**src/rtl/vqnc_pkg.sv**
```systemverilog
// ----------------------------------------------------------------------------
// vqnc_pkg
// Shared types and constants for the nearest-code vector quantiser.
// ----------------------------------------------------------------------------
`timescale 1ns / 1ps

package vqnc_pkg;

    // Fixed field widths of the channels
    localparam int CODE_W     = 8;
    localparam int FIDX_W     = 4;
    localparam int SAMPLE_W   = 16;
    localparam int DIST_W     = 18;
    localparam int CODES_CFG_W = 9;
    localparam int FEATS_CFG_W = 5;
    localparam int CFG_DATA_W  = 9;
    localparam int CFG_IDX_W   = 1;

    // Feature positions reachable through the feature index field
    localparam int FEAT_IDX_LIM = 16;

    // Configuration register indexes
    localparam logic [CFG_IDX_W-1:0] CFG_CODES = 1'b0;
    localparam logic [CFG_IDX_W-1:0] CFG_FEATS = 1'b1;

    // Configuration reset values
    localparam logic [CODES_CFG_W-1:0] CODES_RESET = 9'd256;
    localparam logic [FEATS_CFG_W-1:0] FEATS_RESET = 5'd16;

    // Input operation codes
    localparam logic OP_CODE_WR = 1'b0;
    localparam logic OP_OBSERVE = 1'b1;

    // Command kinds passed from the front part to the back part
    localparam logic [1:0] KIND_CODE_WR = 2'd0;
    localparam logic [1:0] KIND_OBS     = 2'd1;
    localparam logic [1:0] KIND_SEARCH  = 2'd2;

    // Command queue depth (power of two)
    localparam int CMD_FIFO_DEPTH = 4;

    typedef struct packed {
        logic                       op;
        logic [CODE_W-1:0]          code_index;
        logic [FIDX_W-1:0]          feature_index;
        logic signed [SAMPLE_W-1:0] sample_value;
    } t_in;

    typedef struct packed {
        logic [CODE_W-1:0] best_code;
        logic [DIST_W-1:0] distance;
    } t_out;

    typedef struct packed {
        logic [1:0]                 kind;
        logic [CODE_W-1:0]          code_index;
        logic [FIDX_W-1:0]          feature_index;
        logic signed [SAMPLE_W-1:0] sample_value;
    } t_cmd;

endpackage

```
**src/rtl/vqnc_cmd_fifo.sv**
```systemverilog
// ----------------------------------------------------------------------------
// vqnc_cmd_fifo
// Short command queue between the classifying front part and the back part.
// ----------------------------------------------------------------------------
`timescale 1ns / 1ps

module vqnc_cmd_fifo (
    input  logic           i_clk,
    input  logic           i_rst_n,
    input  logic           i_push,
    input  vqnc_pkg::t_cmd i_cmd,
    output logic           o_full,
    input  logic           i_pop,
    output vqnc_pkg::t_cmd o_cmd,
    output logic           o_avail
);
    import vqnc_pkg::*;

    localparam int PW = $clog2(CMD_FIFO_DEPTH);

    t_cmd          r_mem [CMD_FIFO_DEPTH];
    logic [PW-1:0] r_wp;
    logic [PW-1:0] r_rp;
    logic [PW:0]   r_cnt;

    always_ff @(posedge i_clk) begin
        if (i_push) begin
            r_mem[r_wp] <= i_cmd;
        end
    end

    always_ff @(posedge i_clk) begin
        if (!i_rst_n) begin
            r_wp  <= '0;
            r_rp  <= '0;
            r_cnt <= '0;
        end else begin
            if (i_push) begin
                r_wp <= r_wp + PW'(1);
            end
            if (i_pop) begin
                r_rp <= r_rp + PW'(1);
            end
            case ({i_push, i_pop})
                2'b10:   r_cnt <= r_cnt + (PW+1)'(1);
                2'b01:   r_cnt <= r_cnt - (PW+1)'(1);
                default: r_cnt <= r_cnt;
            endcase
        end
    end

    assign o_full  = (r_cnt == (PW+1)'(CMD_FIFO_DEPTH));
    assign o_avail = (r_cnt != '0);
    assign o_cmd   = r_mem[r_rp];

endmodule

```
**config.mk**
```make
export PLATFORM = sky130hd
export DESIGN_NAME = vqnc_cmd_fifo
export DESIGN_NICKNAME = d
export VERILOG_FILES = /design/src/rtl/vqnc_pkg.sv /design/src/rtl/vqnc_cmd_fifo.sv
export SDC_FILE = /design/constraint.sdc
export NUM_CORES = 1
export LEC_CHECK = 0
export BUFFER_PORTS_ARGS = -buffer_cell sky130_fd_sc_hd__buf_2
export CAP_MARGIN = 20
export CORE_ASPECT_RATIO = 2
export CORE_UTILIZATION = 56
export DETAILED_ROUTE_END_ITERATION = 8
export PLACE_DENSITY_LB_ADDON = 0.08
export SYNTH_ARGS = -nofsm -noshare
export SYNTH_HDL_FRONTEND = slang
export SYNTH_SLANG_ARGS = --single-unit
```
**constraint.sdc**
```tcl
create_clock -name i_clk -period 2.32 [get_ports i_clk]
set_input_delay 0.116 -clock i_clk [delete_from_list [all_inputs] [get_ports i_clk]]
set_output_delay 0.116 -clock i_clk [all_outputs]
set_load 0.01 [all_outputs]
```
Word-level counts from Yosys, hierarchy flattened
Memories as Yosys holds them, arrays and structs flattened. A register that Yosys moved wholly into a read port is not among the register bits. Cells that the tools add are included.

Register bits: 7. Latch bits: 0. Bits in writable memories: 120. Bits in read-only memories: 0. Input bits: 34. Memories: 1.

Add/subtract/negate cells: 4. $mul: 0. Div/mod/pow operators: 0. Magnitude comparators: 0. Equality and inequality tests: 3. Shifts and indexed selects: 0. Multiplexer cells: 5. Bitwise operators: 0. Reduce and logical (&&, ||, !) cells: 2.

Memory list: r_mem (words 4, bits a word 30, rd ports 1, clocked after Yosys merged registers in 1, wr ports 1, line vqnc_cmd_fifo.sv:21) `t_cmd r_mem [CMD_FIFO_DEPTH];`.

Operators by type and width (number): $pmux W3 S2 (1); $add A2 B1 Y2 const B (2); $mux W2 (2); $add A3 B1 Y3 const B (1); $eq A3 B3 Y1 const B (1); $reduce_bool A3 Y1 (1); $sub A3 B1 Y3 const B (1); $eq A2 B1 Y1 const B (1); $eq A2 B2 Y1 const B (1); $mux W1 (2); $reduce_bool A2 Y1 (1).

Longest topological paths before layout
Depth after elaboration: 3. Depth in mapped cells: 6.

Least setup slack after synthesis
OpenSTA, ideal clock, no wires.

Kind: register -> register. Start point: register r_wp[0]. End point: memory r_mem[2][0] in the netlist's numbering (enable). Setup time: 0.390 ns. Arrival time: 1.285 ns. Required time: 1.930 ns. Slack: 0.645 ns. Stages on the path, launching flop included: 4. Path buffers: 0. Period minus slack after synthesis: 1.675 ns. Cell sequence: dfxtp_1 inv_1 ha_1 and2_1.

RTL lines: from (decl) (line vqnc_cmd_fifo.sv:22) `logic [PW-1:0] r_wp;`; from (signal assigned) (line vqnc_cmd_fifo.sv:39) `r_wp <= r_wp + PW'(1);`; to (decl) (line vqnc_cmd_fifo.sv:21).

No word-level cell before the write port.

==> out/qor.txt <==
number of hold violations in the final report: 0
clk_lat worst skew: 0.40 ns
initial core utilization: 57.5%
result of the run: finished, final reports clean
antenna violations before repair: 0
Relative slew margins: 69.5%
worst min-delay path class: in2reg
Max IR drop VDD: 1.12 mV
Unique masters post-synth: 18
number of H-tree levels: 4
post-synthesis net count: 238
net count reported at finish: 355
max capacitance violation total: 0
clock tree from TritonCTS: yes
maximum clock path buffer count: 2
portion of total power attributed to sequential cells: 48.2%
die width: 67.3 µm
Area Overhead vs Synth: 27.4%
clock group share of total power: 42.2%
total leakage power: 2.15 nW
YS warnings: 0
routed length per placed instance: 17.8 µm
detailed-route DRC error count: 0
Tightest Pin Transition: 0.458 ns
startpoint of the worst hold path: i_rst_n
fraction of the yosys area taken by sequential cells: 79.3%
Pins Over Slew Limit: 0
sum of negative setup slack: 0 ns
GRT Resource Usage Total: 19.6%
worst-path maximum fanout: 16
remaining antenna violation count: 0
switching fraction of total power: 19.9%
Avg Cell Area, Syn: 24.1 µm²
minimum period implied by the final worst setup slack: 1.88 ns
Clock Skews: 0.00525 ns
clock sink total: 129
total global routing overflow: 0
switching power of the nets: 1.12 mW
buffer cell driving the clock tree root: sky130_fd_sc_hd__clkbuf_16
TritonRoute pass-1 iters: 4
Fmax achieved: 0.533 GHz
vias per cell: 5.22
share of the clock period used by the worst path: 80.8%
vias in the first global route: 2435
Cell Int Power: 4.50 mW
Die Height: 133 µm
total via count in the routed design: 2217
Combinational Power Share: 9.6%
core region area: 8290 µm²
HPWL after DPL: 4.55 mm
Crit Reg-Reg Startpoint: r_wp[0]
Critical Path Sink Type: output port
wire length of the first global-routing pass: 11.9 mm
unrepaired setup endpoints after global routing: no
Site Rows: 47
critical setup path kind: reg2out
netlist area before placement: 4770 µm²
post-synthesis sequential element count: 129
placer's final routability congestion estimate: 0.674
clock buffer count from CTS: 17
ratio of cells with drive above 1 in the final layout: 38.8%
clock transition at the registers of the reported paths: 0.05 ns
total of cells resized after clock tree synthesis: 0
num ports: 66
pin count of the biggest net entering global routing: 31
diodes inserted: 0
wire length reported by the detailed router: 7.56 mm
post-CTS setup buffer count: 0
cells after synthesis: 198
arrival time at the worst endpoint: 1.76 ns
starting DRC count in detailed routing: 119
P per Cell Area: 924 nW/µm²
Final setup violation count: 0
CTS Hold Bufs: 30
die area: 8910 µm²
CP startpoint kind: flip-flop
Buffers on Ports: 65
worst path required time: 2.20 ns
final setup slack of the worst path: 0.445 ns
pre-CTS setup slack: 0.672 ns
-- state kept, by name, indices dropped and copies added, names as in the netlist, named ones only --
register,cells
r_rp,2
r_wp,2
r_mem,120
r_cnt,3
-- per-stage QoR --
step / area, µm² / util (%) / power [mW] / hold WS [ns] / instances
2_1_floorplan: 4770 / - / 3.06 / 0.215 / 198
4_1_cts: 6080 / 73.3 / 5.68 / 0.00687 / 425
6_report: 6080 / 73.3 / 5.62 / 0.0198 / 425
5_1_grt: 6080 / 73.3 / 5.82 / 0.0279 / 425
3_5_place_dp: 5240 / 63.2 / 3.26 / 0.333 / 364
3_3_place_gp: 5240 / 63.2 / 3.25 / 0.328 / 364
-- cells in the final DEF (no fill, tap or decap), types with 2 or more instances in the layout --
master	n
sky130_fd_sc_hd__clkinv_1	5
sky130_fd_sc_hd__xor2_1	2
sky130_fd_sc_hd__edfxtp_1	120
sky130_fd_sc_hd__buf_2	65
sky130_fd_sc_hd__inv_1	3
sky130_fd_sc_hd__ha_1	5
sky130_fd_sc_hd__mux2i_1	2
sky130_fd_sc_hd__mux4_2	30
sky130_fd_sc_hd__dfxtp_1	8
sky130_fd_sc_hd__and2_1	8
sky130_fd_sc_hd__dlygate4sd3_1	30
sky130_fd_sc_hd__nor2b_1	2
sky130_fd_sc_hd__clkbuf_1	5
sky130_fd_sc_hd__xnor2_1	3
sky130_fd_sc_hd__clkbuf_16	17
sky130_fd_sc_hd__bufinv_16	2
sky130_fd_sc_hd__or3_1	2
sky130_fd_sc_hd__buf_4	9
-- power groups by stage --
stage	Sequential [mW]	Clock, mW	Combinational (mW)
after floorplan	2.74	0	0.315
after global placement	2.75	0	0.506
after detailed placement	2.75	0	0.507
after CTS	2.71	2.42	0.552
after global routing	2.72	2.51	0.591
final	2.71	2.37	0.539
-- final cells by class --
| class | count | area, µm² |
|---|---|---|
| clock buffers | 22 | 444 |
| clock inverters | 9 | 91.3 |
| fillers | 498 | 2220 |
| inverters | 3 | 11.3 |
| multi-input cells | 60 | 928 |
| flip-flops and latches | 129 | 3780 |
| well taps | 98 | 123 |
| repair buffers | 104 | 693 |
-- cells by family after synthesis --
group | count (synthesis) | share of synthesized area [%]
muxes | 32 | 14.6
buffers and inverters | 9 | 1.26
and+or+nand+nor | 15 | 1.94
xor gates and xnor gates | 5 | 0.918
AOI/OAI and AO/OA | 2 | 0.262
adders and majority gates | 6 | 1.73
DFF | 129 | 79.3
-- worst max-delay path: stages, from the launching register on --
cell and delay [ns]:
sky130_fd_sc_hd__dfxtp_2 0.32, sky130_fd_sc_hd__buf_4 0.31, sky130_fd_sc_hd__mux4_2 0.57, sky130_fd_sc_hd__buf_2 0.16
-- layer usage --
metal / GRT usage (%) / vias up / wire length [µm]
met2: 33.7 / 52 / 4310
met1: 21.6 / 1099 / 2840
met5: 0 / - / 0
met4: 9.57 / 0 / 131
li1: - / 1058 / -
met3: 5.09 / 8 / 274
-- synthesized netlist by cell type --
cell / count / area [µm²]
sky130_fd_sc_hd__nor2b_1: 2 / 12.5
sky130_fd_sc_hd__buf_6: 3 / 33.8
sky130_fd_sc_hd__nand2_1: 1 / 3.75
sky130_fd_sc_hd__edfxtp_1: 120 / 3600
sky130_fd_sc_hd__mux4_2: 30 / 676
sky130_fd_sc_hd__nor3b_1: 1 / 7.51
sky130_fd_sc_hd__xor2_1: 2 / 17.5
sky130_fd_sc_hd__fa_1: 1 / 20.0
sky130_fd_sc_hd__ha_1: 5 / 62.6
sky130_fd_sc_hd__mux2i_1: 2 / 20.0
sky130_fd_sc_hd__o21ai_0: 1 / 5.00
sky130_fd_sc_hd__a21boi_0: 1 / 7.51
sky130_fd_sc_hd__xnor2_1: 3 / 26.3
sky130_fd_sc_hd__dfxtp_1: 9 / 180
sky130_fd_sc_hd__inv_1: 3 / 11.3
sky130_fd_sc_hd__or3_1: 2 / 12.5
sky130_fd_sc_hd__buf_2: 3 / 15.0
sky130_fd_sc_hd__and2_1: 9 / 56.3
-- path summary, 6_finish.rpt --
kind | to | slack (ns) | depth (start not counted)
worst max-delay path | o_cmd[18] | 0.44 | 3
worst min-delay path | r_wp[0] | 0.02 | 2
worst max register to register | r_mem[0][13] | 0.77 | 4
worst min register to register | r_cnt[2] | 0.55 | 2
Note: power is estimated with default switching activity, not from simulation.
