**src/rtl/vqnc_pkg.sv**
```systemverilog
// ----------------------------------------------------------------------------
// vqnc_pkg
// Shared types and constants for the nearest-code vector quantiser.
// ----------------------------------------------------------------------------
`timescale 1ns / 1ps

package vqnc_pkg;

    // Fixed field widths of the channels
    localparam int CODE_W     = 8;
    localparam int FIDX_W     = 4;
    localparam int SAMPLE_W   = 16;
    localparam int DIST_W     = 18;
    localparam int CODES_CFG_W = 9;
    localparam int FEATS_CFG_W = 5;
    localparam int CFG_DATA_W  = 9;
    localparam int CFG_IDX_W   = 1;

    // Feature positions reachable through the feature index field
    localparam int FEAT_IDX_LIM = 16;

    // Configuration register indexes
    localparam logic [CFG_IDX_W-1:0] CFG_CODES = 1'b0;
    localparam logic [CFG_IDX_W-1:0] CFG_FEATS = 1'b1;

    // Configuration reset values
    localparam logic [CODES_CFG_W-1:0] CODES_RESET = 9'd256;
    localparam logic [FEATS_CFG_W-1:0] FEATS_RESET = 5'd16;

    // Input operation codes
    localparam logic OP_CODE_WR = 1'b0;
    localparam logic OP_OBSERVE = 1'b1;

    // Command kinds passed from the front part to the back part
    localparam logic [1:0] KIND_CODE_WR = 2'd0;
    localparam logic [1:0] KIND_OBS     = 2'd1;
    localparam logic [1:0] KIND_SEARCH  = 2'd2;

    // Command queue depth (power of two)
    localparam int CMD_FIFO_DEPTH = 4;

    typedef struct packed {
        logic                       op;
        logic [CODE_W-1:0]          code_index;
        logic [FIDX_W-1:0]          feature_index;
        logic signed [SAMPLE_W-1:0] sample_value;
    } t_in;

    typedef struct packed {
        logic [CODE_W-1:0] best_code;
        logic [DIST_W-1:0] distance;
    } t_out;

    typedef struct packed {
        logic [1:0]                 kind;
        logic [CODE_W-1:0]          code_index;
        logic [FIDX_W-1:0]          feature_index;
        logic signed [SAMPLE_W-1:0] sample_value;
    } t_cmd;

endpackage

```
**src/rtl/vqnc_front.sv**
```systemverilog
// ----------------------------------------------------------------------------
// vqnc_front
// Input acceptance: range checks, search trigger detection, queue push.
// ----------------------------------------------------------------------------
`timescale 1ns / 1ps

module vqnc_front #(
    parameter int MAX_CODES    = 256,
    parameter int MAX_FEATURES = 16
) (
    input  logic                                i_valid,
    input  vqnc_pkg::t_in                       i_data,
    input  logic [vqnc_pkg::FEATS_CFG_W-1:0]    i_feats,
    input  logic                                i_full,
    output logic                                o_stall,
    output logic                                o_push,
    output vqnc_pkg::t_cmd                      o_cmd
);
    import vqnc_pkg::*;

    logic w_code_ok;
    logic w_feat_ok;
    logic w_keep;
    logic w_last;

    assign w_code_ok = int'(i_data.code_index) < MAX_CODES;
    assign w_feat_ok = int'(i_data.feature_index) < MAX_FEATURES;
    assign w_last    = ({1'b0, i_data.feature_index} == (i_feats - 5'd1));

    always_comb begin
        o_cmd.code_index    = i_data.code_index;
        o_cmd.feature_index = i_data.feature_index;
        o_cmd.sample_value  = i_data.sample_value;
        if (i_data.op == OP_CODE_WR) begin
            w_keep     = w_code_ok && w_feat_ok;
            o_cmd.kind = KIND_CODE_WR;
        end else begin
            // a feature past the count is stored but starts no search
            w_keep     = w_feat_ok;
            o_cmd.kind = w_last ? KIND_SEARCH : KIND_OBS;
        end
    end

    assign o_stall = i_full;
    assign o_push  = i_valid && !i_full && w_keep;

endmodule

```
**config.mk**
```make
export PLATFORM = sky130hd
export DESIGN_NAME = vqnc_front
export DESIGN_NICKNAME = d
export VERILOG_FILES = /design/src/rtl/vqnc_pkg.sv /design/src/rtl/vqnc_front.sv
export SDC_FILE = /design/constraint.sdc
export NUM_CORES = 1
export LEC_CHECK = 0
export BUFFER_PORTS_ARGS = -buffer_cell sky130_fd_sc_hd__buf_2
export CAP_MARGIN = 20
export CORE_AREA = 2 2 39 41
export DETAILED_ROUTE_END_ITERATION = 7
export DIE_AREA = 0 0 41 43
export GPL_TIMING_DRIVEN = 0
export PLACE_DENSITY = 0.93
export SKIP_LAST_GASP = 1
export SYNTH_ARGS = -nofsm -noshare
export SYNTH_HDL_FRONTEND = slang
export SYNTH_SLANG_ARGS = --single-unit
```
**constraint.sdc**
```tcl
create_clock -name vclk -period 3.34
set_input_delay 0.334 -clock vclk [all_inputs]
set_output_delay 0.334 -clock vclk [all_outputs]
set_load 0.005 [all_outputs]
```
==> Word level (Yosys, flattened, before mapping) <==
Index checks and enable logic that the tools add are counted.
{ "classes": {"addsub": 1, "eq_ne": 1, "n_mux": 2, "reduce_logical": 2} }
{ "ops": {"columns": ["cell", "n"], "rows": [
  ["$eq 4x5->1", 1],
  ["$sub 5x1->5 const B", 1],
  ["$mux 2", 2],
  ["$logic_and 1x1->1", 1],
  ["$logic_not 1->1", 1]
]} }
{ "word_totals": {"regBits": 0, "in_bits": 36, "out_inout_bits": 32, "word_cells": 6} }

==> Longest topological paths before layout <==
Gate-level depths: netlist (run 1).
{ "depth": {"depth_word": 4, "mapped_depth": 6, "depth_no_buf": 6} }

==> Worst setup path before layout (run 1) <==
OpenSTA, ideal clock, no wires.
{ "synth_timing": {"kind": "input to output", "start": "in i_feats[0] (netlist name)", "end": "out o_cmd[28] (netlist name)", "arrival_time_ns": 1.317, "required_ns": 3.006, "setup_slack_ns": 1.689, "cell_stages": 6, "cell_sequence": "inv_1 -> ha_1 -> o21ba_1 -> a221oi_2 -> o2111ai_1 -> and2_1"} }
{ "synth_lines": {"columns": ["item", "line_no", "text"], "rows": [
  ["start: declaration", "vqnc_front.sv:13", "input logic [vqnc_pkg::FEATS_CFG_W-1:0] i_feats,"],
  ["end: declaration", "vqnc_front.sv:17", "output vqnc_pkg::t_cmd o_cmd"]
]} }

==> metrics.csv, run 1 <==
metric,value,unit
netlist_instances,48,
synth_nets,85,
p_comb_frac,1.000,
final_nets,131,
synth_top_cell_by_area,buf_4,
antenna_cells,0,
cts_resized,0,
finalWirelength,793,um
viasPerCell,3.88,
min_period_over_period,0.585,
swShare,0.336,
regArea,0,um^2
dr.first_iter.drc_count,1,
power_density,117,nW/um^2
dieArea,1760,um^2
ys_types,15,
switchingPower,0.0000237,W
crit_top_cell,buf_2,
p_int,0.0000470,W
path_buf_inv,3,
wl_per_cell,7.34,um
cts_hold_buffers,0,
antenna_found_initial,0,
vias,419,
yosysMostFrequentCell,buf_4,
post_cts_buffers,0,
finalSetupTns,0,ns
status,finished clean,
cp-start-kind,input pin,
grt_max_degree,6,
relSlewSlack,0.865,
yosysSeqAreaShare,0,
grt_first_pass_wirelength,1.12,mm
grt_use_total,0.0851,
leakagePower,0.379,nW
hold_path_class,input pin to output pin,
critical_path.max_fanout,4,
critPathArrivalTime,1.62,ns
clock_power_share,0,
post_route_cells_drive_above_1_share,0.815,
crit_type,input pin to output pin,
core,1380,um^2
utilization,0.438,
n_sequential_cell,0,
die_h,43,um
ir_drop,0.0000422,V
drc,0,
clock_buffers,0,
endpoint,o_cmd[28],
grt_pass1_vias,304,
synth_top_area_frac,0.596,
place_hpwl,758,um
routabilityCongestion,0.631,
worstSetupStartpoint,i_feats[0],
worst_slew_pin_slew,0.201,ns
yosysWarningCount,0,
netlist_area,365,um^2
cp.required,3.01,ns
finalPower,0.0000707,W
synth_area_per_cell,7.61,um^2
crit_path_max_incr_delay,0.25,ns
start_util,0.264,
grt_setup_unrepaired,no,
max_cap_violations,0,
setup_viol,0,
dr.pass1.iters,2,
core.rowCount,14,
grt-ovfl-total,0,
whs_path_depth,2,
fmax,0.512,GHz
ant_nets,0,
period_needed,1.95,ns
slowest_stage,a221oi_2,
path_delay_family,compound AO/OA/AOI/OAI gates,
crit_chain,buf_2 -> inv_1 -> ha_1 -> o21ba_1 -> a221oi_2 -> o2111ai_1 -> and2_1 -> buf_2,
synthTopCellsByArea,"buf_4 60%, xnor2_1 4.8%, xor2_1 4.8%",
power_frac_seq,0,
io-pin-count,68,
hold_viol_final,0,
slew_viol_final,0,
path_depth,8,
crit_path_end_kind,output pin,
yosys-top-cells-count,"29 x buf_4, 3 x inv_1, 2 x nor2_1, 2 x xnor2_1, 2 x xor2_1",
port_buffers,44,
area_growth,65.8,%
die_w,41,um
==> power groups by stage <==
stage / clock, W / sequential (W) / combinational [W]
2_1_floorplan: 0 / 0 / 0.0000420
3_3_place_gp: 0 / 0 / 0.0000697
5_1_grt: 0 / 0 / 0.0000794
3_5_place_dp: 0 / 0 / 0.0000716
4_1_cts: 0 / 0 / 0.0000718
6_report: 0 / 0 / 0.0000707
==> routing by layer <==
layer  vias up  global-route usage  share of wire
met5         -                   0              0
met4         0                   0              0
met3         0                   0           0.19
met2        39               0.156           0.48
met1       169               0.111           0.33
li1        211                   -              -
==> cell families (layout without fill, tap and decap cells) <==
logic type / count (synthesis) / in the layout / synth area share
AO/OA/AOI/OAI: 3 / 3 / 0.0925
AND/OR/NAND/NOR: 7 / 7 / 0.106
XOR/XNOR: 5 / 5 / 0.140
adder cells (fa/ha/maj): 1 / 1 / 0.0342
buffers and inverters: 32 / 76 / 0.627
==> metrics by stage <==
step | hold WS (ns) | area (um^2) | cells | setup WS [ns]
after floorplan | 0.698 | 365 | 48 | 1.69
after global placement | 0.834 | 606 | 108 | 1.41
after detailed placement | 0.834 | 606 | 108 | 1.38
after CTS | 0.834 | 606 | 108 | 1.38
after global routing | 0.837 | 606 | 108 | 1.28
final | 0.833 | 606 | 108 | 1.39
==> layout make-up <==
cell class / instances / area (um^2)
inverter: 3 / 11.3
tap: 16 / 20.0
fill: 139 / 778
timing repair buffer: 44 / 220
buffer: 29 / 218
multi-input combinational: 16 / 136
==> worst min-delay path by stage <==
stage / startpoint / end / slack, ns
2_1_floorplan: i_full / o_push / 0.70
3_3_place_gp: i_data[13] / o_cmd[13] / 0.83
3_5_place_dp: i_data[4] / o_cmd[4] / 0.83
4_1_cts: i_data[25] / o_cmd[25] / 0.83
5_1_grt: i_data[20] / o_cmd[20] / 0.84
6_report: i_data[1] / o_cmd[1] / 0.83
==> cells in the final DEF, fill, tap and decap left out <==
cell	instances
buf_2	44
buf_4	29
inv_1	3
nor2_1	2
xnor2_1	2
xor2_1	2
nand4b_1	1
nand3_1	1
o21ba_1	1
a221oi_2	1
nor3_1	1
xor2_2	1
o2111ai_1	1
and2_1	1
nor2b_1	1
ha_1	1
Power figures use the tool's default switching activity.
==> inputs of run 2 (changes only) <==
--- a/config.mk
+++ b/config.mk
@@ -7,11 +7,10 @@
 export LEC_CHECK = 0
 export BUFFER_PORTS_ARGS = -buffer_cell sky130_fd_sc_hd__buf_2
 export CAP_MARGIN = 20
-export CORE_AREA = 2 2 39 41
+export CORE_UTILIZATION = 25
 export DETAILED_ROUTE_END_ITERATION = 7
-export DIE_AREA = 0 0 41 43
 export GPL_TIMING_DRIVEN = 0
-export PLACE_DENSITY = 0.93
+export PLACE_DENSITY = 0.89
 export SKIP_LAST_GASP = 1
 export SYNTH_ARGS = -nofsm -noshare
 export SYNTH_HDL_FRONTEND = slang
==> constraint.sdc (replaced) <==
create_clock -name vclk -period 1.6
set_input_delay 0.16 -clock vclk [all_inputs]
set_output_delay 0.16 -clock vclk [all_outputs]
set_load 0.005 [all_outputs]
==> run 2 against run 1 <==
Compared with the run above: worst hold slack worse by 0.35 ns; flip-flop and latch count unchanged; setup slack worse by 1.3 ns; non-clock buffer count unchanged; critical path type unchanged.
==> metrics.csv, run 2 (synthesis gave the netlist of run 1 again) <==
metric,value,unit,change
critical_path.max_fanout,4,,unchanged
power_density,250,nW/um^2,+110%
finalWirelength,831,um,+4.8%
critPathArrivalTime,1.37,ns,-0.25 ns
final_nets,131,,unchanged
utilization,0.469,,+0.0314
grt_use_total,0.0796,,-0.00545
period_needed,1.53,ns,
dieArea,1620,um^2,-8.2%
clock_buffers,0,,unchanged
ant_nets,0,,unchanged
finalSetupTns,0,ns,unchanged
worst_slew_pin_slew,0.233,ns,+0.0319 ns
grt_setup_unrepaired,no,,
setup_viol,0,,unchanged
ir_drop,0.000114,V,+170%
crit_type,input pin to output pin,,
relSlewSlack,0.843,,-0.0214
mostFrequentLayoutCell,buf_2,,
cts_hold_buffers,0,,unchanged
n_sequential_cell,0,,unchanged
fillers,140,,+0.72%
dr.pass1.iters,4,,+2
cp-start-kind,input pin,,
wl_per_cell,7.77,um,+5.8%
slew_viol_final,0,,unchanged
area_growth,71.2,%,
placed_cells,107,,-0.93%
min_period_over_period,0.957,,
drc,0,,unchanged
multi_input_area,155,um^2,+14%
fmax,0.653,GHz,
hold_viol_final,0,,unchanged
antenna_cells,0,,unchanged
max_cap_violations,0,,unchanged
io-pin-count,68,,unchanged
viasPerCell,3.75,,-3.4%
start_util,0.274,,+0.00991
regArea,0,um^2,unchanged
crit_path_end_kind,output pin,,
whs_path_depth,2,,unchanged
status,finished clean,,
antenna_found_initial,0,,unchanged
grt_pass1_vias,246,,-19%
dr.first_iter.drc_count,6,,+5
post_route_cells_drive_above_1_share,0.859,,+0.0435
grt-ovfl-total,0,,unchanged
post_cts_buffers,0,,unchanged
grt_first_pass_wirelength,897,um,-20%
grt_max_degree,6,,unchanged
hold_path_class,input pin to output pin,,
core,1330,um^2,-3.6%
vias,401,,-4.3%
finalNonFillerCells,107,,-0.93%
cp.required,1.44,ns,-1.57 ns
leakagePower,0.378,nW,-0.23%
routabilityCongestion,0.680,,+7.7%
die_w,40.2,um,-1.9%
port_buffers,44,,unchanged
core.rowCount,13,,-1
die_h,40.2,um,-6.4%
place_hpwl,734,um,-3.1%
layout_common_cells,"43 x buf_2, 30 x buf_4",,
==> run 2: layout make-up <==
cell class | count | area share
tap | 15 | 0.0300
multi-input combinational | 16 | 0.248
inverter | 3 | 0.0180
timing repair buffer | 44 | 0.356
buffer | 29 | 0.348
==> run 2: path summary, 6_finish.rpt <==
path / from / endpoint / slack (ns)
setup / recovery: i_feats[1] / o_cmd[28] / 0.07
hold / removal: i_data[15] / o_cmd[15] / 0.48
==> run 2: metal layers <==
layer	vias up	GRT usage	wire [um]
met5	-	0	0
met3	0	0.0111	161
li1	212	-	-
met4	0	0	0
met1	148	0.0847	273
met2	41	0.169	396
==> run 2: what timing repair did <==
action,4_1_cts,5_1_grt
pin swaps,0,4
setup endpoints to repair,1,1
gates resized for setup,2,4
==> run 2: stage by stage <==
step,hold WS [ns],cell area [um^2],setup WS (ns),total power [W]
after floorplan,0.350,365,0.297,0.0000876
after CTS,0.485,613,0.0108,0.000153
final,0.485,626,0.0694,0.000156
after global placement,0.486,604,0.0262,0.000145
after detailed placement,0.486,604,-0.0459,0.000149
after global routing,0.489,626,0.000607,0.000175
==> run 2: power by group <==
part	switching [W]	total, W	internal, W
combinational	0.0000541	0.000156	0.000102
sequential	0	0	0
clock	0	0	0
total	0.0000541	0.000156	0.000102
==> run 2: worst max-delay path, cell delays in order <==
cell	delay, ns
buf_2	0.10
inv_2	0.04
ha_4	0.16
o21ba_1	0.18
a221oi_2	0.28
o2111ai_2	0.17
and2_1	0.16
buf_2	0.12
