**src/rtl/vqnc_pkg.sv**
```systemverilog
// ----------------------------------------------------------------------------
// vqnc_pkg
// Shared types and constants for the nearest-code vector quantiser.
// ----------------------------------------------------------------------------
`timescale 1ns / 1ps

package vqnc_pkg;

    // Fixed field widths of the channels
    localparam int CODE_W     = 8;
    localparam int FIDX_W     = 4;
    localparam int SAMPLE_W   = 16;
    localparam int DIST_W     = 18;
    localparam int CODES_CFG_W = 9;
    localparam int FEATS_CFG_W = 5;
    localparam int CFG_DATA_W  = 9;
    localparam int CFG_IDX_W   = 1;

    // Feature positions reachable through the feature index field
    localparam int FEAT_IDX_LIM = 16;

    // Configuration register indexes
    localparam logic [CFG_IDX_W-1:0] CFG_CODES = 1'b0;
    localparam logic [CFG_IDX_W-1:0] CFG_FEATS = 1'b1;

    // Configuration reset values
    localparam logic [CODES_CFG_W-1:0] CODES_RESET = 9'd256;
    localparam logic [FEATS_CFG_W-1:0] FEATS_RESET = 5'd16;

    // Input operation codes
    localparam logic OP_CODE_WR = 1'b0;
    localparam logic OP_OBSERVE = 1'b1;

    // Command kinds passed from the front part to the back part
    localparam logic [1:0] KIND_CODE_WR = 2'd0;
    localparam logic [1:0] KIND_OBS     = 2'd1;
    localparam logic [1:0] KIND_SEARCH  = 2'd2;

    // Command queue depth (power of two)
    localparam int CMD_FIFO_DEPTH = 4;

    typedef struct packed {
        logic                       op;
        logic [CODE_W-1:0]          code_index;
        logic [FIDX_W-1:0]          feature_index;
        logic signed [SAMPLE_W-1:0] sample_value;
    } t_in;

    typedef struct packed {
        logic [CODE_W-1:0] best_code;
        logic [DIST_W-1:0] distance;
    } t_out;

    typedef struct packed {
        logic [1:0]                 kind;
        logic [CODE_W-1:0]          code_index;
        logic [FIDX_W-1:0]          feature_index;
        logic signed [SAMPLE_W-1:0] sample_value;
    } t_cmd;

endpackage

```
**src/rtl/vqnc_isqrt.sv**
```systemverilog
// ----------------------------------------------------------------------------
// vqnc_isqrt
// Bit-serial floor square root, one result bit per cycle, saturated output.
// ----------------------------------------------------------------------------
`timescale 1ns / 1ps

module vqnc_isqrt #(
    parameter int SUM_BITS = 36
) (
    input  logic                          i_clk,
    input  logic                          i_rst_n,
    input  logic                          i_start,
    input  logic [vqnc_pkg::CODE_W-1:0]   i_code,
    input  logic [SUM_BITS-1:0]           i_value,
    output logic                          o_ready,
    output logic                          o_done,
    output logic [vqnc_pkg::CODE_W-1:0]   o_code,
    output logic [vqnc_pkg::DIST_W-1:0]   o_root,
    input  logic                          i_take
);
    import vqnc_pkg::*;

    localparam int ROOT_BITS = (SUM_BITS + 1) / 2;
    localparam int PAD_BITS  = 2 * ROOT_BITS;
    localparam int RW        = ROOT_BITS + 2;
    localparam int CW        = $clog2(ROOT_BITS + 1);

    localparam logic [1:0] SQ_IDLE = 2'd0;
    localparam logic [1:0] SQ_BUSY = 2'd1;
    localparam logic [1:0] SQ_DONE = 2'd2;

    logic [1:0]           r_state;
    logic [PAD_BITS-1:0]  r_x;
    logic [RW-1:0]        r_rem;
    logic [ROOT_BITS-1:0] r_root;
    logic [CW-1:0]        r_cnt;
    logic [CODE_W-1:0]    r_code;

    logic [RW-1:0] w_rem_sh;
    logic [RW-1:0] w_trial;
    logic          w_fit;

    assign w_rem_sh = {r_rem[RW-3:0], r_x[PAD_BITS-1 -: 2]};
    assign w_trial  = {r_root, 2'b01};
    assign w_fit    = (w_rem_sh >= w_trial);

    always_ff @(posedge i_clk) begin
        if (!i_rst_n) begin
            r_state <= SQ_IDLE;
        end else begin
            unique case (r_state)
                SQ_IDLE: if (i_start) r_state <= SQ_BUSY;
                SQ_BUSY: if (r_cnt == CW'(ROOT_BITS - 1)) r_state <= SQ_DONE;
                SQ_DONE: if (i_take) r_state <= SQ_IDLE;
                default: r_state <= SQ_IDLE;
            endcase
        end
    end

    always_ff @(posedge i_clk) begin
        if (r_state == SQ_IDLE && i_start) begin
            r_x    <= PAD_BITS'(i_value);
            r_rem  <= '0;
            r_root <= '0;
            r_cnt  <= '0;
            r_code <= i_code;
        end else if (r_state == SQ_BUSY) begin
            r_x    <= {r_x[PAD_BITS-3:0], 2'b00};
            r_rem  <= w_fit ? (w_rem_sh - w_trial) : w_rem_sh;
            r_root <= {r_root[ROOT_BITS-2:0], w_fit};
            r_cnt  <= r_cnt + CW'(1);
        end
    end

    generate
        if (ROOT_BITS > DIST_W) begin : g_sat
            assign o_root = (|r_root[ROOT_BITS-1:DIST_W]) ? {DIST_W{1'b1}}
                                                           : r_root[DIST_W-1:0];
        end else begin : g_nosat
            assign o_root = DIST_W'(r_root);
        end
    endgenerate

    assign o_ready = (r_state == SQ_IDLE);
    assign o_done  = (r_state == SQ_DONE);
    assign o_code  = r_code;

endmodule

```
**config.mk**
```make
export PLATFORM = sky130hd
export DESIGN_NAME = vqnc_isqrt
export DESIGN_NICKNAME = d
export VERILOG_FILES = /design/src/rtl/vqnc_pkg.sv /design/src/rtl/vqnc_isqrt.sv
export SDC_FILE = /design/constraint.sdc
export NUM_CORES = 1
export LEC_CHECK = 0
export ABC_CLOCK_PERIOD_IN_PS = 4400
export BUFFER_PORTS_ARGS = -buffer_cell sky130_fd_sc_hd__buf_2
export CAP_MARGIN = 20
export CORE_AREA = 2 2 78 155
export DETAILED_ROUTE_END_ITERATION = 7
export DIE_AREA = 0 0 80 157
export PLACE_DENSITY = 0.67
export SLEW_MARGIN = 20
export SYNTH_ARGS = -nofsm -noshare
export SYNTH_HDL_FRONTEND = slang
export SYNTH_SLANG_ARGS = --single-unit
```
**constraint.sdc**
```tcl
create_clock -name i_clk -period 4.4 [get_ports i_clk]
set_input_delay 0.22 -clock i_clk [delete_from_list [all_inputs] [get_ports i_clk]]
set_output_delay 0.22 -clock i_clk [all_outputs]
set_load 0.02 [all_outputs]
```
---- Yosys cells after proc, flatten, opt, wreduce, memory -nomap -nowiden ----
Index checks and enable logic that the tools add are counted.
operators by class
  add/subtract/negate cells ............... 2
  $lt $le $gt $ge ......................... 1
  equal/unequal tests ..................... 6
  muxes and demuxes ....................... 7
  reduce and logical (&&, ||, !) cells .... 4
operator list
  kind                                                   count
  two-way mux 36 bit                                     2
  >= comparator 20 bit                                   1
  two-way mux 18 bit                                     1
  subtractor 18 bit                                      1
  two-way mux 2 bit                                      3
  case mux 2 bit (3 select lines)                        1
  adder 5 x 1 -> 5 bit, second input constant            1
  == test 5 bit, second input constant                   1
  inequality test 2 bit, second input constant           2
  AND reduction 3 bit                                    1
  == test 2 x 1 -> 1 bit, second input constant          1
  == test 2 bit, second input constant                   1
  logical NOT 2 bit                                      1
  inequality test 2 x 1 -> 1 bit, second input constant  1
  nonzero test 2 bit                                     1
  logical AND 1 bit                                      1
word-level totals
  bits in registers ....................... 87
  output and inout port bits .............. 28

---- Logic depth before layout (Yosys ltp) ----
Gate-level depths: netlist of the first run.
  word-level depth ........................ 3
  depth in mapped cells ................... 9
  gate-level depth less buffers ........... 8

---- Least setup slack after synthesis of the first run ----
Ideal clock, no wire load.
  path kind ............................... register -> register
  from .................................... register r_root[6] (netlist: o_root[6])
  to ...................................... register r_rem[17]
  library setup time ...................... 0.132 ns
  arrival ................................. 2.272 ns
  required time ........................... 4.268 ns
  path slack .............................. 1.996 ns
  cell stages (with the launch flop) ...... 9
  buffers on the path ..................... 0
  cell sequence ........................... dfxtp_1 > inv_1 > ha_1 > a21o_1 > a221o_1 > or4b_4 > o21ai_2 > xor2_1 > o211ai_1
between the ends
  cells in the longest elaborated chain, start to end .. 2
  elaborated cells between the ends (all ways) .. 3
ends and longest elaborated chain
  item                                                       line                                RTL
  from (decl)                                                vqnc_isqrt.sv:35                    logic [ROOT_BITS-1:0] r_root;
  from (signal assigned)                                     vqnc_isqrt.sv:70                    r_root <= {r_root[ROOT_BITS-2:0], w_fit};
  subtractor 18 bit or >= comparator 20 bit (tied branches)  vqnc_isqrt.sv:69, vqnc_isqrt.sv:45
  two-way mux 18 bit (*)                                     vqnc_isqrt.sv:69                    r_rem <= w_fit ? (w_rem_sh - w_trial) : w_rem_sh;
  to (signal assigned)                                       vqnc_isqrt.sv:69
  to (decl)                                                  vqnc_isqrt.sv:34                    logic [RW-1:0] r_rem;
Mark *: on every way between the ends. The rest lies on a longest branch, timed or not.
A chain may end at the register's enable or synchronous reset.

---- Worst setup path after layout of the first run ----
  from .................................... register r_rem[7]
  to ...................................... register r_rem[8]
between the ends
  cells in the longest elaborated chain, start to end .. 2
ends and longest elaborated chain
  item                  line              RTL
  >= comparator 20 bit  vqnc_isqrt.sv:45  assign w_fit = (w_rem_sh >= w_trial);
  two-way mux 18 bit    vqnc_isqrt.sv:69
Every way passes these cells.

==> impl_metrics.json, run 1 <==
{
  "synthDistinctLibCells": 49,
  "hold_viol": 0,
  "syn-mean-instance-area_um2": 9.05,
  "min_from": "i_code[6]",
  "worstSkewPairLatency_ns": 0.34,
  "setup_viol": 0,
  "port_buffers": 75,
  "place_hpwl_mm": 7.67,
  "power_density_nw_per_um2": 617,
  "coreArea_um2": 11300,
  "die_w_um": 80,
  "drt_wl_total_mm": 10.5,
  "grt_first_pass_wirelength_mm": 17.1,
  "synthCells": 496,
  "first_pass_iters": 5,
  "yosysSeqAreaShare": 0.486,
  "cts.path.max_buffers": 2,
  "num_antenna_cells": 0,
  "drcViolationCount": 0,
  "drt_iter0_markers": 219,
  "crit_fanout": 23,
  "min_period_over_period": 0.633,
  "antenna_found_initial": 0,
  "async_flop_share": 0,
  "slew_headroom": 0.443,
  "cap_violations": 0,
  "final_nets": 631,
  "synth_most_common_cell": "nand2_1",
  "drv_slew": 0,
  "drive_gt1_frac": 0.191,
  "synth_area_leaders": "edfxtp_1, dfxtp_1, nand2_1",
  "start_kind": "flop",
  "vias": 3729,
  "numCtsBuffers": 9,
  "endpoint_kind": "flop",
  "clk_pin_slew_ns": 0.07,
  "setup_tns_ns": 0,
  "gp_congestion": 0.836,
  "startpoint": "r_rem[7]",
  "power.leakage_nw": 2.23,
  "synth_largest_area_cell": "edfxtp_1",
  "endpoint": "r_rem[8]",
  "gr-total-overflow": 0,
  "irDropWorstVdd_mv": 0.320,
  "clock_sinks": 87,
  "rows": 55,
  "synth_seq_cells": 87,
  "post_cts_buffers": 0,
  "rr_worst_depth": 6,
  "grt_max_degree": 66,
  "postRouteAntennaNets": 0,
  "hp-class": "in2reg",
  "fmax_ghz": 0.359,
  "grt_pass1_vias": 3659,
  "rsz0062_at_grt": "no",
  "die_area_um2": 12600,
  "outcome": "finished clean",
  "synth_common_cells": "nand2_1, edfxtp_1, dfxtp_1",
  "min_period_ns": 2.79,
  "initial_utilization": 0.398,
  "skew_ns": 0.00991,
  "total_power_mw": 3.24,
  "cp.required_ns": 4.61,
  "criticalPathCategory": "reg2reg",
  "r2r-start": "r_rem[7]",
  "synth_warnings": 0,
  "viasPerCell": 5.27,
  "grtUsageTotal": 0.174,
  "hold_buffers": 0,
  "r2r-end": "r_rem[8]",
  "netlist_area_um2": 4490,
  "rrSetupSlack_ns": 1.61,
  "boundaryPins": 76,
  "cts_tree": "built",
  "h-tree-depth": 3,
  "die_h_um": 157,
  "syn_nets": 566,
  "cts_resized": 0,
  "cts-root-buf": "clkbuf_16",
  "route.detailed.wl_per_inst_um": 14.8,
  "synth_edf_count": 44,
  "tightestPinTransition_ns": 0.836,
  "synth_top_area_frac": 0.294,
  "worstPathArrival_ns": 2.99,
  "area_growth_pct": 16.9,
  "synth_top_flop_cell": "edfxtp_1"
}
## layout make-up
class	count	area, um^2
repair buffers	80	413
fillers	1105	6040
flip-flops and latches	87	2180
well taps	142	178
inverters	29	109
multi-input cells	354	2060
clock inverters	7	78.8
clock buffers	9	225
## logic make-up after synthesis
family / Yosys count / share of synthesized area
buf+inv: 55 / 0.0561
compound gates: 103 / 0.156
simple gates: 212 / 0.207
flops: 87 / 0.486
xor+xnor: 17 / 0.0332
fa+ha+maj: 22 / 0.0613
## power by group
part	leakage, nW	switching [mW]	total, mW	internal [mW]
logic	1.29	0.835	1.37	0.533
clock network	0.144	0.334	0.781	0.447
registers	0.791	0.0913	1.09	0.997
total	2.23	1.26	3.24	1.98
## through the flow
step	setup slack, ns	cell area [um^2]	hold slack (ns)	util	instances
floorplan	2.00	4490	0.319	-	496
global placement	1.71	4940	0.397	0.438	692
detailed placement	1.65	4940	0.398	0.438	692
CTS	1.62	5240	0.0401	0.465	708
global route	1.37	5240	0.0384	0.465	708
finish	1.61	5240	0.0531	0.465	708
## flip-flops by register name, summed over array words and instances (netlist names)
signal and flops:
o_code 8, o_root 18, r_cnt 5, r_rem 18, r_state 2, r_x 36
## layer usage
layer  vias to the layer above  global-route usage  part of all wire
li1                       1862                   -                 -
met1                      1735               0.189              0.38
met2                       107               0.314              0.54
met3                        25              0.0315             0.044
met4                         0              0.0880             0.040
met5                         -                   0                 0
## critical path, cell delays in order, from the launching register on
cell	delay (ns)
dfxtp_1	0.38
ha_1	0.42
nand4_1	0.19
or3_4	0.39
o31ai_4	0.73
or2_1	0.40
o211ai_1	0.15
## cells in the final DEF (no fill, tap or decap), drive strengths merged, types with 2 or more instances in the layout
master / n
a2111oi: 2
a211oi: 4
a21o: 5
a21oi: 15
a221oi: 2
and3: 2
buf: 80
clkbuf: 9
clkinvlp: 2
dfxtp: 43
edfxtp: 44
ha: 22
inv: 32
nand2: 134
nand2b: 2
nand3: 30
nand4: 4
nor2: 17
nor2b: 3
nor3: 2
o211a: 2
o211ai: 28
o21a: 3
o21ai: 34
o31ai: 2
or3: 12
xnor2: 8
xor2: 9
## worst min-delay path by stage
stage	to	cells past startpoint
3_3_place_gp	o_code[1]	1
5_1_grt	o_code[7]	1
6_report	o_code[6]	1
3_5_place_dp	o_code[3]	1
4_1_cts	o_code[6]	1
2_1_floorplan	o_code[0]	0
(Power assumes the default switching activity.)
==> inputs of run 2 (changes only) <==
--- a/config.mk
+++ b/config.mk
@@ -5,13 +5,13 @@
 export SDC_FILE = /design/constraint.sdc
 export NUM_CORES = 1
 export LEC_CHECK = 0
-export ABC_CLOCK_PERIOD_IN_PS = 4400
+export ABC_CLOCK_PERIOD_IN_PS = 2500
 export BUFFER_PORTS_ARGS = -buffer_cell sky130_fd_sc_hd__buf_2
 export CAP_MARGIN = 20
 export CORE_AREA = 2 2 78 155
 export DETAILED_ROUTE_END_ITERATION = 7
 export DIE_AREA = 0 0 80 157
-export PLACE_DENSITY = 0.67
+export PLACE_DENSITY = 0.7
 export SLEW_MARGIN = 20
 export SYNTH_ARGS = -nofsm -noshare
 export SYNTH_HDL_FRONTEND = slang
==> constraint.sdc (replaced) <==
create_clock -name i_clk -period 2.5 [get_ports i_clk]
set_input_delay 0.125 -clock i_clk [delete_from_list [all_inputs] [get_ports i_clk]]
set_output_delay 0.125 -clock i_clk [all_outputs]
set_load 0.02 [all_outputs]
==> run 2 against run 1 <==
Effect of this change:
- first-iteration DRC count down 9.6%
- combinational power rose by 93%
- clock skew decreased by 0.0033 ns
- clock power rose by 73%
- largest cell class unchanged
- register-to-register slack lost 1.5 ns
==> impl_metrics.json, run 2 (synthesis results as in run 1) <==
{
  "endpoint_kind": "flop",
  "p_sw_mw": 2.26,
  "rrSetupSlack_ns": 0.10,
  "cp.required_ns": 2.76,
  "final_cell_mix": "nand2_1, buf_2, edfxtp_1, dfxtp_1, o21ai_0",
  "min_from": "i_rst_n",
  "coreArea_um2": 11300,
  "criticalPathCategory": "reg2reg",
  "worst_path_largest_cell_delay_ns": 0.37,
  "holdPathEnd": "r_state[1]",
  "final_nets": 645,
  "route.detailed.wl_per_inst_um": 14.8,
  "final_cells": 722,
  "r2r-end": "r_rem[6]",
  "drt_iter0_markers": 198,
  "min_path_cells": 3,
  "dpl.cell_count": 698,
  "drcViolationCount": 0,
  "hp-class": "in2reg",
  "outcome": "finished clean",
  "h-tree-depth": 3,
  "post_cts_buffers": 0,
  "cts_tree": "built",
  "clk_pin_slew_ns": 0.07,
  "path_depth": 9,
  "die_w_um": 80,
  "place_ws_ns": 0.0785,
  "slew_headroom": 0.529,
  "clock_sinks": 87,
  "setup_tns_ns": 0,
  "fmax_ghz": 0.417,
  "drv_slew": 0,
  "power_frac_comb": 0.448,
  "top_register": "r_x",
  "cp_slowest_cell": "a221oi_2",
  "path_common_cell": "o211ai_1",
  "irDropWorstVdd_mv": 0.650,
  "cap_violations": 0,
  "r2r-start": "o_root[7]",
  "min_period_ns": 2.40,
  "numCtsBuffers": 9,
  "gp_congestion": 0.895,
  "grt_first_pass_wirelength_mm": 17.2,
  "start_kind": "flop",
  "grt_max_degree": 66,
  "rr_worst_depth": 9,
  "viasPerCell": 5.21,
  "power_density_nw_per_um2": 1090,
  "rsz0062_at_grt": "yes",
  "swShare": 0.383,
  "worst-path-buf-inv": 2,
  "first_pass_iters": 4,
  "power.leakage_nw": 2.30,
  "gr-total-overflow": 0,
  "area_growth_pct": 20.3,
  "intPower_mw": 3.64,
  "die_h_um": 157,
  "port_buffers": 75,
  "crit_fanout": 14,
  "min_period_over_period": 0.958,
  "vias": 3759,
  "hold_ws_ns": 0.0241,
  "initial_utilization": 0.398,
  "num_antenna_cells": 0,
  "setup_ws_ns": 0.105,
  "worstSkewPairLatency_ns": 0.34,
  "setup_viol": 0,
  "grt_pass1_vias": 3738,
  "boundaryPins": 76,
  "path_delay_family": "compound AO/OA/AOI/OAI gates",
  "grtUsageTotal": 0.178,
  "design_area_um2": 5400,
  "dpl_cell_area_um2": 5000,
  "mostFrequentLayoutCell": "nand2_1",
  "largest_reg_flops": 36,
  "rows": 55,
  "die_area_um2": 12600,
  "skew_ns": 0.00660,
  "cts.path.max_buffers": 2,
  "cts-root-buf": "clkbuf_16",
  "power_frac_seq": 0.324,
  "p_clk_frac": 0.229,
  "hold_viol": 0,
  "cp_cell_sequence": "inv_1 > ha_1 > a211oi_1 > o211ai_1 > a221oi_2 > nor2_4 > buf_4 > or3_1 > o211ai_1",
  "drive_gt1_frac": 0.198,
  "worstPathArrival_ns": 2.66,
  "place_hpwl_mm": 7.79,
  "tightestPinTransition_ns": 0.707,
  "drt_wl_total_mm": 10.7,
  "antenna_found_initial": 0,
  "postRouteAntennaNets": 0
}
run 2: cell types whose count changed in the layout (fill, tap and decap cells not counted), sizes merged:
cell / change
dlygate4sd3: +8
clkinv: +2
buf: +6
clkinvlp: -1
clkbuf: +1
inv: -2
run 2: worst max path at each step:
stage                     end      start
floorplan           r_rem[17]  o_root[6]
global placement     r_rem[2]  o_root[7]
detailed placement   r_rem[8]  o_root[7]
CTS                  r_rem[5]  o_root[7]
global route         r_rem[6]  o_root[7]
finish               r_rem[6]  o_root[7]
run 2: stage by stage:
| stage | power (mW) | util |
|---|---|---|
| after CTS | 5.88 | 0.476 |
| final | 5.90 | 0.478 |
| after floorplan | 3.82 | - |
| after detailed placement | 4.50 | 0.443 |
| after global routing | 6.27 | 0.478 |
| after global placement | 4.45 | 0.443 |
run 2: cell type report:
type | count | area [um^2]
clock inverter | 6 | 68.8
inverter | 29 | 109
tap | 142 | 178
multi-input combinational | 354 | 2080
sequential | 87 | 2180
clock buffer | 10 | 229
fill | 1116 | 5890
timing repair buffer | 94 | 551
run 2: repair_timing:
item / in CTS / in global routing
resized for setup: 0 / 5
hold buffers: 8 / 0
endpoints found under the hold margin: 8 / 0
endpoints found under the setup margin: 0 / 16
run 2: routing by layer:
layer,vias to the layer above,track usage,wire length [um]
met4,0,0.115,580
met5,-,0,0
met2,90,0.325,5790
li1,1890,-,-
met3,41,0.0378,442
met1,1738,0.176,3900
run 2: power groups by stage:
stage | sequential [mW] | combinational, mW | clock (mW)
final | 1.91 | 2.64 | 1.35
after global routing | 1.93 | 2.90 | 1.44
after CTS | 1.90 | 2.59 | 1.38
after detailed placement | 1.93 | 2.57 | 0
after global placement | 1.93 | 2.52 | 0
after floorplan | 1.92 | 1.90 | 0
run 2: worst reg2reg max path, cell delays in order (launching register included):
cell	delay [ns]
dfxtp_1	0.34
inv_1	0.06
ha_1	0.32
a211oi_1	0.28
o211ai_1	0.15
a221oi_2	0.37
nor2_4	0.14
buf_4	0.19
or3_1	0.36
o211ai_1	0.10
